`src/rtl/i2ew_pkg.sv`:
```
// Shared types and constants for the integer-to-English-words speller.
`default_nettype none
package i2ew_pkg;

   localparam int unsigned ValueW  = 31;
   localparam int unsigned WordW   = 5;
   localparam int unsigned GroupW  = 10;
   localparam int unsigned ScaleW  = 2;
   localparam int unsigned GrpSlots = 5;
   localparam int unsigned NumGroups = 4;
   localparam int unsigned NumSlots = GrpSlots * NumGroups;

   localparam logic [WordW-1:0] TOK_ZERO     = 5'd0;
   localparam logic [WordW-1:0] TOK_TENS_OFF = 5'd18;
   localparam logic [WordW-1:0] TOK_HUNDRED  = 5'd28;
   localparam logic [WordW-1:0] TOK_SCALE    = 5'd28;

   localparam logic [ScaleW-1:0] SCALE_NONE     = 2'd0;
   localparam logic [ScaleW-1:0] SCALE_THOUSAND = 2'd1;
   localparam logic [ScaleW-1:0] SCALE_MILLION  = 2'd2;
   localparam logic [ScaleW-1:0] SCALE_BILLION  = 2'd3;

   localparam logic [30:0] BILLION     = 31'd1000000000;
   localparam logic [30:0] TWO_BILLION = 31'd2000000000;
   localparam logic [19:0] MILLION     = 20'd1000000;
   localparam logic [9:0]  THOUSAND    = 10'd1000;

   // floor(2^50 / 10^6) and floor(2^30 / 10^3): quotient low by at most one
   localparam logic [30:0] RECIP_MILLION   = 31'd1125899906;
   localparam int unsigned ShiftMillion    = 50;
   localparam logic [20:0] RECIP_THOUSAND  = 21'd1073741;
   localparam int unsigned ShiftThousand   = 30;

   // exact for values below 1000 and below 100 respectively
   localparam logic [5:0]  RECIP_HUNDRED   = 6'd41;
   localparam int unsigned ShiftHundred    = 12;
   localparam logic [6:0]  RECIP_TEN       = 7'd103;
   localparam int unsigned ShiftTen        = 10;

   typedef struct packed {
      logic [GrpSlots-1:0][WordW-1:0] tok;
      logic [GrpSlots-1:0]            mask;
   } grp_words_type;

endpackage
`default_nettype wire

```
`src/rtl/i2ew_group.sv`:
```
// Three-digit group speller: hundreds, Hundred, tens or teen, ones, scale word.
`default_nettype none
module i2ew_group (
   input  wire logic [i2ew_pkg::GroupW-1:0] group_val,
   input  wire logic [i2ew_pkg::ScaleW-1:0] scale,
   output i2ew_pkg::grp_words_type          words
);

   logic [15:0] hund_prod;
   logic [3:0]  hund;
   logic [6:0]  rest;
   logic [13:0] ten_prod;
   logic [3:0]  tens;
   logic [3:0]  ones;
   logic        big;

   always_comb begin
      hund_prod = 16'(group_val) * 16'(i2ew_pkg::RECIP_HUNDRED);
      hund      = 4'(hund_prod >> i2ew_pkg::ShiftHundred);
      rest      = 7'(group_val - 10'(hund) * 10'd100);
      ten_prod  = 14'(rest) * 14'(i2ew_pkg::RECIP_TEN);
      tens      = 4'(ten_prod >> i2ew_pkg::ShiftTen);
      ones      = 4'(rest - 7'(tens) * 7'd10);
      big       = (rest >= 7'd20);

      words.tok[0] = 5'(hund);
      words.tok[1] = i2ew_pkg::TOK_HUNDRED;
      words.tok[2] = big ? (i2ew_pkg::TOK_TENS_OFF + 5'(tens)) : 5'(rest);
      words.tok[3] = 5'(ones);
      words.tok[4] = i2ew_pkg::TOK_SCALE + 5'(scale);

      words.mask[0] = (hund != 4'd0);
      words.mask[1] = (hund != 4'd0);
      words.mask[2] = (rest != 7'd0);
      words.mask[3] = big && (ones != 4'd0);
      words.mask[4] = (group_val != '0) && (scale != i2ew_pkg::SCALE_NONE);
   end

endmodule
`default_nettype wire

```
`src/rtl/integer_to_english_words.sv`:
```
// Top level: streams the English words of a 31-bit unsigned integer.
`default_nettype none
// A value taken on the req_ channel comes back on the rsp_ channel as its English
// words, one word token per transaction, rsp_tlast on the final one; zero gives the
// single token Zero. A six-stage pipeline splits the value into decimal groups
// (constant reciprocal multiplies with one correction step) and spells each group,
// then a token buffer hands the words out one per cycle while rsp_tready is high.
// The first token is shown on the rsp_ port once the value has left the sixth stage
// and been loaded into the token buffer. Each value gives 1 to 16 tokens on the
// single output port, and that port sets the sustained rate; the next value is
// taken while the previous one is still streaming, so with rsp_tready held high
// the words of consecutive values follow without gaps.
module integer_to_english_words (
   input  wire logic        clock,
   input  wire logic        reset,
   input  wire logic        req_tvalid,
   output logic             req_tready,
   input  wire logic [31:0] req_tdata,   // [30:0] value, [31] zero
   output logic             rsp_tvalid,
   input  wire logic        rsp_tready,
   output logic [7:0]       rsp_tdata,   // [4:0] word, [7:5] zero
   output logic             rsp_tlast
);

   localparam int unsigned NS = i2ew_pkg::NumSlots;
   localparam int unsigned GS = i2ew_pkg::GrpSlots;
   localparam int unsigned WW = i2ew_pkg::WordW;

   logic [6:1] vld_ff, vld_in;
   logic       advance;

   logic [30:0] val_ff;
   logic [1:0]  b2_ff, b3_ff, b4_ff, b5_ff, b6_ff;
   logic [29:0] r2_ff, r3_ff;
   logic [10:0] q3_ff;
   logic [9:0]  m4_ff, m5_ff, m6_ff;
   logic [19:0] r4_ff, r5_ff;
   logic [9:0]  q5_ff;
   logic [9:0]  k6_ff, u6_ff;

   logic [30:0] bill_sub;
   logic [1:0]  b2_in;
   logic [29:0] r2_in;
   logic [60:0] prod_m;
   logic [30:0] rem_m_full;
   logic [20:0] rem_m;
   logic [9:0]  m4_in;
   logic [19:0] r4_in;
   logic [40:0] prod_k;
   logic [19:0] rem_k_full;
   logic [10:0] rem_k;
   logic [9:0]  k6_in, u6_in;

   i2ew_pkg::grp_words_type gw [i2ew_pkg::NumGroups];

   logic [NS-1:0][WW-1:0] tok_ff, tok_in, new_tok;
   logic [NS-1:0]         mask_ff, mask_in, new_mask, low_bit;
   logic                  pop, is_last, load;
   logic [WW-1:0]         cur_word;

   // billions group by compare and subtract
   always_comb begin
      priority if (val_ff >= i2ew_pkg::TWO_BILLION) begin
         b2_in    = 2'd2;
         bill_sub = i2ew_pkg::TWO_BILLION;
      end else if (val_ff >= i2ew_pkg::BILLION) begin
         b2_in    = 2'd1;
         bill_sub = i2ew_pkg::BILLION;
      end else begin
         b2_in    = 2'd0;
         bill_sub = '0;
      end
      r2_in = 30'(val_ff - bill_sub);
   end

   // millions group: estimate, then remainder and correction
   always_comb begin
      prod_m     = 61'(r2_ff) * 61'(i2ew_pkg::RECIP_MILLION);
      rem_m_full = 31'(r3_ff) - 31'(q3_ff) * 31'(i2ew_pkg::MILLION);
      rem_m      = 21'(rem_m_full);
      if (rem_m >= 21'(i2ew_pkg::MILLION)) begin
         m4_in = 10'(q3_ff + 11'd1);
         r4_in = 20'(rem_m - 21'(i2ew_pkg::MILLION));
      end else begin
         m4_in = 10'(q3_ff);
         r4_in = 20'(rem_m);
      end
   end

   // thousands and units groups
   always_comb begin
      prod_k     = 41'(r4_ff) * 41'(i2ew_pkg::RECIP_THOUSAND);
      rem_k_full = r5_ff - 20'(q5_ff) * 20'(i2ew_pkg::THOUSAND);
      rem_k      = 11'(rem_k_full);
      if (rem_k >= 11'(i2ew_pkg::THOUSAND)) begin
         k6_in = 10'(q5_ff + 10'd1);
         u6_in = 10'(rem_k - 11'(i2ew_pkg::THOUSAND));
      end else begin
         k6_in = q5_ff;
         u6_in = 10'(rem_k);
      end
   end

   i2ew_group u_grp_bil (.group_val(10'(b6_ff)), .scale(i2ew_pkg::SCALE_BILLION),
                         .words(gw[0]));
   i2ew_group u_grp_mil (.group_val(m6_ff), .scale(i2ew_pkg::SCALE_MILLION),
                         .words(gw[1]));
   i2ew_group u_grp_tho (.group_val(k6_ff), .scale(i2ew_pkg::SCALE_THOUSAND),
                         .words(gw[2]));
   i2ew_group u_grp_one (.group_val(u6_ff), .scale(i2ew_pkg::SCALE_NONE),
                         .words(gw[3]));

   always_comb begin
      for (int g = 0; g < int'(i2ew_pkg::NumGroups); g++) begin
         for (int s = 0; s < int'(GS); s++) begin
            new_tok[g*GS+s]  = gw[g].tok[s];
            new_mask[g*GS+s] = gw[g].mask[s];
         end
      end
      if (new_mask == '0) begin
         new_tok[0]  = i2ew_pkg::TOK_ZERO;
         new_mask[0] = 1'b1;
      end
   end

   // token buffer: emit the lowest pending slot each cycle that rsp_tready is high
   always_comb begin
      low_bit  = mask_ff & (~mask_ff + NS'(1));
      cur_word = '0;
      for (int i = 0; i < int'(NS); i++) begin
         if (low_bit[i]) begin
            cur_word = cur_word | tok_ff[i];
         end
      end
      is_last = ((mask_ff & ~low_bit) == '0);
      pop     = rsp_tvalid && rsp_tready;
      load    = vld_ff[6] && ((mask_ff == '0) || (pop && is_last));
      advance = !vld_ff[6] || load;

      tok_in = load ? new_tok : tok_ff;
      if (load) begin
         mask_in = new_mask;
      end else if (pop) begin
         mask_in = mask_ff & ~low_bit;
      end else begin
         mask_in = mask_ff;
      end

      vld_in = advance ? {vld_ff[5:1], req_tvalid} : vld_ff;
   end

   assign req_tready = advance;
   assign rsp_tvalid = (mask_ff != '0);
   assign rsp_tdata  = 8'(cur_word);
   assign rsp_tlast  = is_last;

   always_ff @(posedge clock) begin
      if (reset) begin
         vld_ff  <= '0;
         mask_ff <= '0;
      end else begin
         vld_ff  <= vld_in;
         mask_ff <= mask_in;
      end
   end

   always_ff @(posedge clock) begin
      tok_ff <= tok_in;
      if (advance) begin
         val_ff <= req_tdata[30:0];
         b2_ff  <= b2_in;
         r2_ff  <= r2_in;
         b3_ff  <= b2_ff;
         r3_ff  <= r2_ff;
         q3_ff  <= 11'(prod_m >> i2ew_pkg::ShiftMillion);
         b4_ff  <= b3_ff;
         m4_ff  <= m4_in;
         r4_ff  <= r4_in;
         b5_ff  <= b4_ff;
         m5_ff  <= m4_ff;
         r5_ff  <= r4_ff;
         q5_ff  <= 10'(prod_k >> i2ew_pkg::ShiftThousand);
         b6_ff  <= b5_ff;
         m6_ff  <= m5_ff;
         k6_ff  <= k6_in;
         u6_ff  <= u6_in;
      end
   end

endmodule
`default_nettype wire

```
`config.mk`:
```
export PLATFORM = sky130hd
export DESIGN_NAME = integer_to_english_words
export DESIGN_NICKNAME = d
export VERILOG_FILES = /design/src/rtl/i2ew_pkg.sv /design/src/rtl/i2ew_group.sv /design/src/rtl/integer_to_english_words.sv
export SDC_FILE = /design/constraint.sdc
export NUM_CORES = 2
export LEC_CHECK = 0
export BUFFER_PORTS_ARGS = -buffer_cell sky130_fd_sc_hd__clkbuf_2
export CAP_MARGIN = 20
export CORE_AREA = 4 4 242 421
export CTS_CLUSTER_DIAMETER = 40
export DETAILED_ROUTE_END_ITERATION = 7
export DIE_AREA = 0 0 246 425
export SYNTH_ARGS = -nofsm -noshare
export SYNTH_HDL_FRONTEND = slang
export SYNTH_HIERARCHICAL = 1
export SYNTH_SLANG_ARGS = --single-unit
```
`constraint.sdc`:
```
create_clock -name clock -period 10 [get_ports clock]
set_clock_uncertainty 0.15 [all_clocks]
set_input_delay 1 -clock clock [delete_from_list [all_inputs] [get_ports clock]]
set_output_delay 1 -clock clock [all_outputs]
set_load 0.02 [all_outputs]
```
# == After elaboration in Yosys (flattened, before gate mapping) ==
# Index checks and enable logic that the tools add are counted.
# word_totals
inputBits,36
reg_bits,273
word_cells,160
output_inout_bits,11
# op_classes
add_sub_neg,20
reduce_logical,31
mux,34
n_lt_le_gt_ge,8
n_mul,19
bitwise_logic,15
# ops
operator,n
two-way mux 5 bit,24
logical NOT 20 bit,3
"multiplier 30 x 30 -> 60 bit, second input constant",1
two-way mux 30 bit,2
"multiplier 7 x 7 -> 14 bit, second input constant",4
"multiplier 10 x 6 -> 16 bit, second input constant",3
bitwise AND 20 bit,2
"multiplier 20 x 21 -> 40 bit, second input constant",1
inverter 20 bit,2
two-way mux 19 bit,2
bitwise OR 5 x 4 -> 5 bit,7
"greater-or-equal comparator 31 x 30 -> 1 bit, second input constant",1
"greater-or-equal comparator 31 bit, second input constant",1
two-way mux 10 bit,3
nonzero test 10 bit,3
subtractor 30 bit,1
"greater-or-equal comparator 7 x 5 -> 1 bit, second input constant",4
nonzero test 4 bit,7
nonzero test 7 bit,4
"greater-or-equal comparator 21 x 20 -> 1 bit, second input constant",1
subtractor 21 bit,1
subtractor 7 bit,3
"adder 10 x 1 -> 10 bit, second input constant",2
"adder 20 x 1 -> 20 bit, second input constant",1
other kinds (22),44

# == Longest topological paths before layout ==
# depth
word_depth,34
depth_mapped,41
ltp_nobuf,41

# == By module ==
# The synthesis kept the hierarchy.
# modules_own_cells
module,area_per_inst_um2,seq_area_each_um2,instances,cells_per_inst
integer_to_english_words,34454.3,9349.0,1,3040
i2ew_group,2393.5,0.0,4,260

# == Least setup slack after synthesis ==
# Ideal clock, no wire load.
# synth_timing
kind,reg2reg
from,reg u6_ff[4]
to,reg mask_ff[0]
slack_ns,0.773
synth_period_minus_slack_ns,9.227
setup_ns,0.070
stages_incl_launch_ff,42
arrival_time_ns,9.007
n_path_buf,0
required_ns,9.780
path_cell_list,edfxtp_1 -> ha_1 -> fa_1 -> ha_1 -> ha_1 -> a21oi_1 -> o21ai_0 -> a21oi_1 -> a21oi_2 -> a21oi_1 -> xnor2_1 -> ha_1 -> inv_1 -> ha_1 -> nand3_1 -> and4bb_1 -> a211oi_2 -> nand2_1 -> [... 6 more ...] -> fa_1 -> ha_1 -> ha_1 -> nand2_1 -> a221oi_2 -> a2bb2oi_4 -> xor2_1 -> ha_1 -> inv_1 -> fa_1 -> xnor2_1 -> xnor2_1 -> o41a_1 -> nor4_1 -> nand2_1 -> nor2_1 -> o21ai_1 -> a21oi_1
# synth_rtl
element,line_no,rtl
"start, declared",integer_to_english_words.sv:39,"logic [9:0] k6_ff, u6_ff;"
"start signal, assigned",integer_to_english_words.sv:186,u6_ff <= u6_in;
"end signal, assigned",integer_to_english_words.sv:163,mask_ff <= mask_in;
"end, declared",integer_to_english_words.sv:57,"logic [NS-1:0] mask_ff, mask_in, new_mask, low_bit;"

==> summary.txt <==
Worst setup path
  • Worst path most repeated cell: ha_1
  • WS Path Type: flip-flop to flip-flop
  • CP endpoint: mask_ff[0]
  • Critical Path Start Type: flip-flop
  • Worst Path Required: 10.36 ns
  • RR Endpoint: mask_ff[0]
  • Slowest stage cell on the critical path: edfxtp_1
  • Worst Path Arrival: around 9.9 ns
  • Worst r2r src: k6_ff[2]
  • Flop2flop setup slack: 0.49 ns
  • CP peak stage delay: between 0.4 and 0.5 ns
  • Setup crit end kind: flip-flop
  • R2R cell count: 41
  • Crit path max fanout: 6
  • CP Launch Point: k6_ff[2]

Drt
  • DR vias: 28171
  • First-pass DRT Iterations: 5
  • DRC viols: 0
  • Iter 0 DRT Violations: 829
  • WL per Instance: 17.72 um
  • Post-route ant nets: 0
  • Vias per inst: approximately 5.1
  • Routed WL: 98820 um

Global route
  • Initial antenna violation count: 0
  • Largest net degree at the start of global routing: a little under 70
  • Vias in the first global route: 30697
  • First-pass GRT wire length: 159700 um
  • GR Overflow Total: 0
  • Gr usage total: 19.55%

Final layout
  • Share of layout cells above drive strength 1: 6.632%
  • Most frequent cells in the layout: ha_1, inv_1, fa_1, edfxtp_1, xnor2_1
  • Number of nets in the layout: between 5000 and 6000
  • Most common cell after layout, fill and taps aside: ha_1
  • Final std cells w/o fill: 5576
  • Layout Area Growth over Synthesis: 8.994%
  • ANT cells: 0
  • Final-layout fill cell count: 9154

Placed design
  • DP Worst Slack: 0.05732 ns
  • Placer Congestion: between 0.9 and 1
  • Placed Instances: roughly 5500
  • Final HPWL DP: 84150 um
  • Buffers on Ports: 42

Logic synthesis
  • Synth cell types: 94
  • Post-synth ARST share: 0%
  • EDFF count, synth: a little under 300
  • Flops & latches, synth: 320
  • Mapped Avg Cell Area: approximately 11 sq um
  • Synth Cell Area: 0.04403 sq mm
  • Predominant post-synthesis flop cell: edfxtp_1
  • Yosys warns: 6
  • Leading area contributor after synthesis: ha_1
  • Post-synthesis sequential area ratio: a little over a fifth
  • Top-area cell type share of the netlist area: ~28%
  • Synth area leaders: ha_1, fa_1, edfxtp_1, inv_1, xnor2_1
  • Post-Syn Instances: around 4100

Timing
  • Max Transition Viols Final: 0
  • Fin. Hold Viols: 0
  • Setup-failing EPs final: 0
  • Post-layout min period: 9.506 ns
  • Slew HR: 31.43%
  • Worst setup margin: about 0.5 ns
  • Max Clock Freq: 105.2 MHz
  • Period utilisation layout: 95.06%
  • Slew @ Worst Pin: 1.014 ns

Clocking
  • CTS tree: yes
  • Total CTS buffers: between 40 and 50
  • CTS max path bufs: 3
  • Worst skew pair latency: around 0.60 ns
  • Htree depth: 2
  • CTS Sinks: 320
  • Root Buffer Master: clkbuf_16
  • Worst-path clk slew: ~0.060 ns
  • Hold_buf cts: 0

Die
  • Die width: 246 um
  • Initial core utilization: 44.78%
  • Die H: 425 um
  • Area of the core: 0.09832 sq mm
  • Die area: around 0.10 sq mm
  • Io pins: 47
  • Cell row count: around 150

Hold path
  • Hold Path Class: flip-flop to flip-flop
  • WHS Path Cells: 0

Run
  • Max-Cap Viols: 0

Run status
  • Status: finished clean
==> through the flow <==
| step | util, % | hold slack, ns | TNS (ns) | cell area (sq um) |
|---|---|---|---|---|
| finish | 48.81 | 0.2629 | 0 | 47990 |
| global route | 48.81 | 0.2660 | -0.03596 | 47990 |
| CTS | 48.34 | 0.2673 | 0 | 47530 |
| detailed placement | 46.64 | 0.2545 | 0 | 45860 |
| global placement | 46.64 | 0.2509 | 0 | 45860 |
| floorplan | - | 0.2503 | 0 | 44360 |
==> routing by layer <==
layer / GRT usage (%) / routed length (um) / share of wire, % / vias to the layer above
met2: 40.68 / 58370 / 59 / 304
met5: 0 / 0 / 0 / -
li1: - / - / - / 13753
met3: 1.500 / 1653 / 1.7 / 171
met1: 18.66 / 32790 / 33 / 13943
met4: 9.594 / 6012 / 6.1 / 0
==> worst min path at each step <==
stage | from | endpoint | slack (ns)
after detailed placement | b4_ff[0] | b5_ff[0] | 0.25
after global routing | m4_ff[2] | m5_ff[2] | 0.27
after CTS | m4_ff[2] | m5_ff[2] | 0.27
final | b2_ff[0] | b3_ff[0] | 0.26
after floorplan | b2_ff[0] | b3_ff[0] | 0.25
after global placement | m4_ff[1] | m5_ff[1] | 0.25
==> cells by family after synthesis <==
family | share of synthesized area, %
xor gates and xnor gates | 4.098
buffers and inverters | 9.386
other | 0.08526
and+or+nand+nor | 5.976
DFF | 21.23
adders and majority gates | 50.64
muxes | 0.8895
AOI/OAI and AO/OA | 7.690
==> critical path: cells and delay by family (launching register included) <==
family	cells	cell delay (ns)
DFF	1	0.48
buffers and inverters	5	0.31
and+or+nand+nor	8	1.20
adders and majority gates	13	4.34
AOI/OAI and AO/OA	10	2.03
xor gates and xnor gates	5	0.94
==> synth_stat cells (all sizes together), types with 13 or more instances <==
| master | n |
|---|---|
| fa | 502 |
| nor2b | 25 |
| ha | 972 |
| inv | 944 |
| buf | 72 |
| a21oi | 145 |
| o21ai | 86 |
| clkbuf | 18 |
| o211ai | 13 |
| nand3 | 43 |
| o21a | 23 |
| mux2i | 26 |
| dfxtp | 26 |
| nor2 | 136 |
| xnor2 | 144 |
| a221oi | 16 |
| nand2b | 19 |
| a21o | 38 |
| a22oi | 24 |
| nor4 | 16 |
| nor3 | 44 |
| nand4 | 28 |
| nand2 | 125 |
| a31oi | 17 |
| edfxtp | 294 |
| xor2 | 62 |
| a211oi | 20 |
==> what timing repair did <==
action,in CTS,in global routing
setup buffers,0,28
resized for setup,1,39
endpoints found under the hold margin,0,0
setup endpoints to repair,1,2
gates cloned,0,0
pin swaps,0,35
==> area by class of cell <==
| cell class | count | area [sq um] | share of cell area [%] |
|---|---|---|---|
| repair buffers | 100 | 645.6 | 1.345 |
| inverters | 944 | 3551 | 7.400 |
| multi-input cells | 2814 | 31130 | 64.87 |
| flip-flops and latches | 320 | 9349 | 19.48 |
| clock buffers | 52 | 1237 | 2.579 |
| clock inverters | 37 | 435.4 | 0.9073 |
| well taps | 1309 | 1638 | 3.413 |
==> flip-flops by register name, summed over array words and instances, names as in the netlist, 11 cells and up <==
name / cells
q3_ff: 11
mask_ff: 20
r5_ff: 11
r2_ff: 30
tok_ff: 100
val_ff: 31
r3_ff: 21
r4_ff: 20
Power is not shown: default switching activity piles up to over one toggle a cycle in this logic, so the estimate is an artifact.
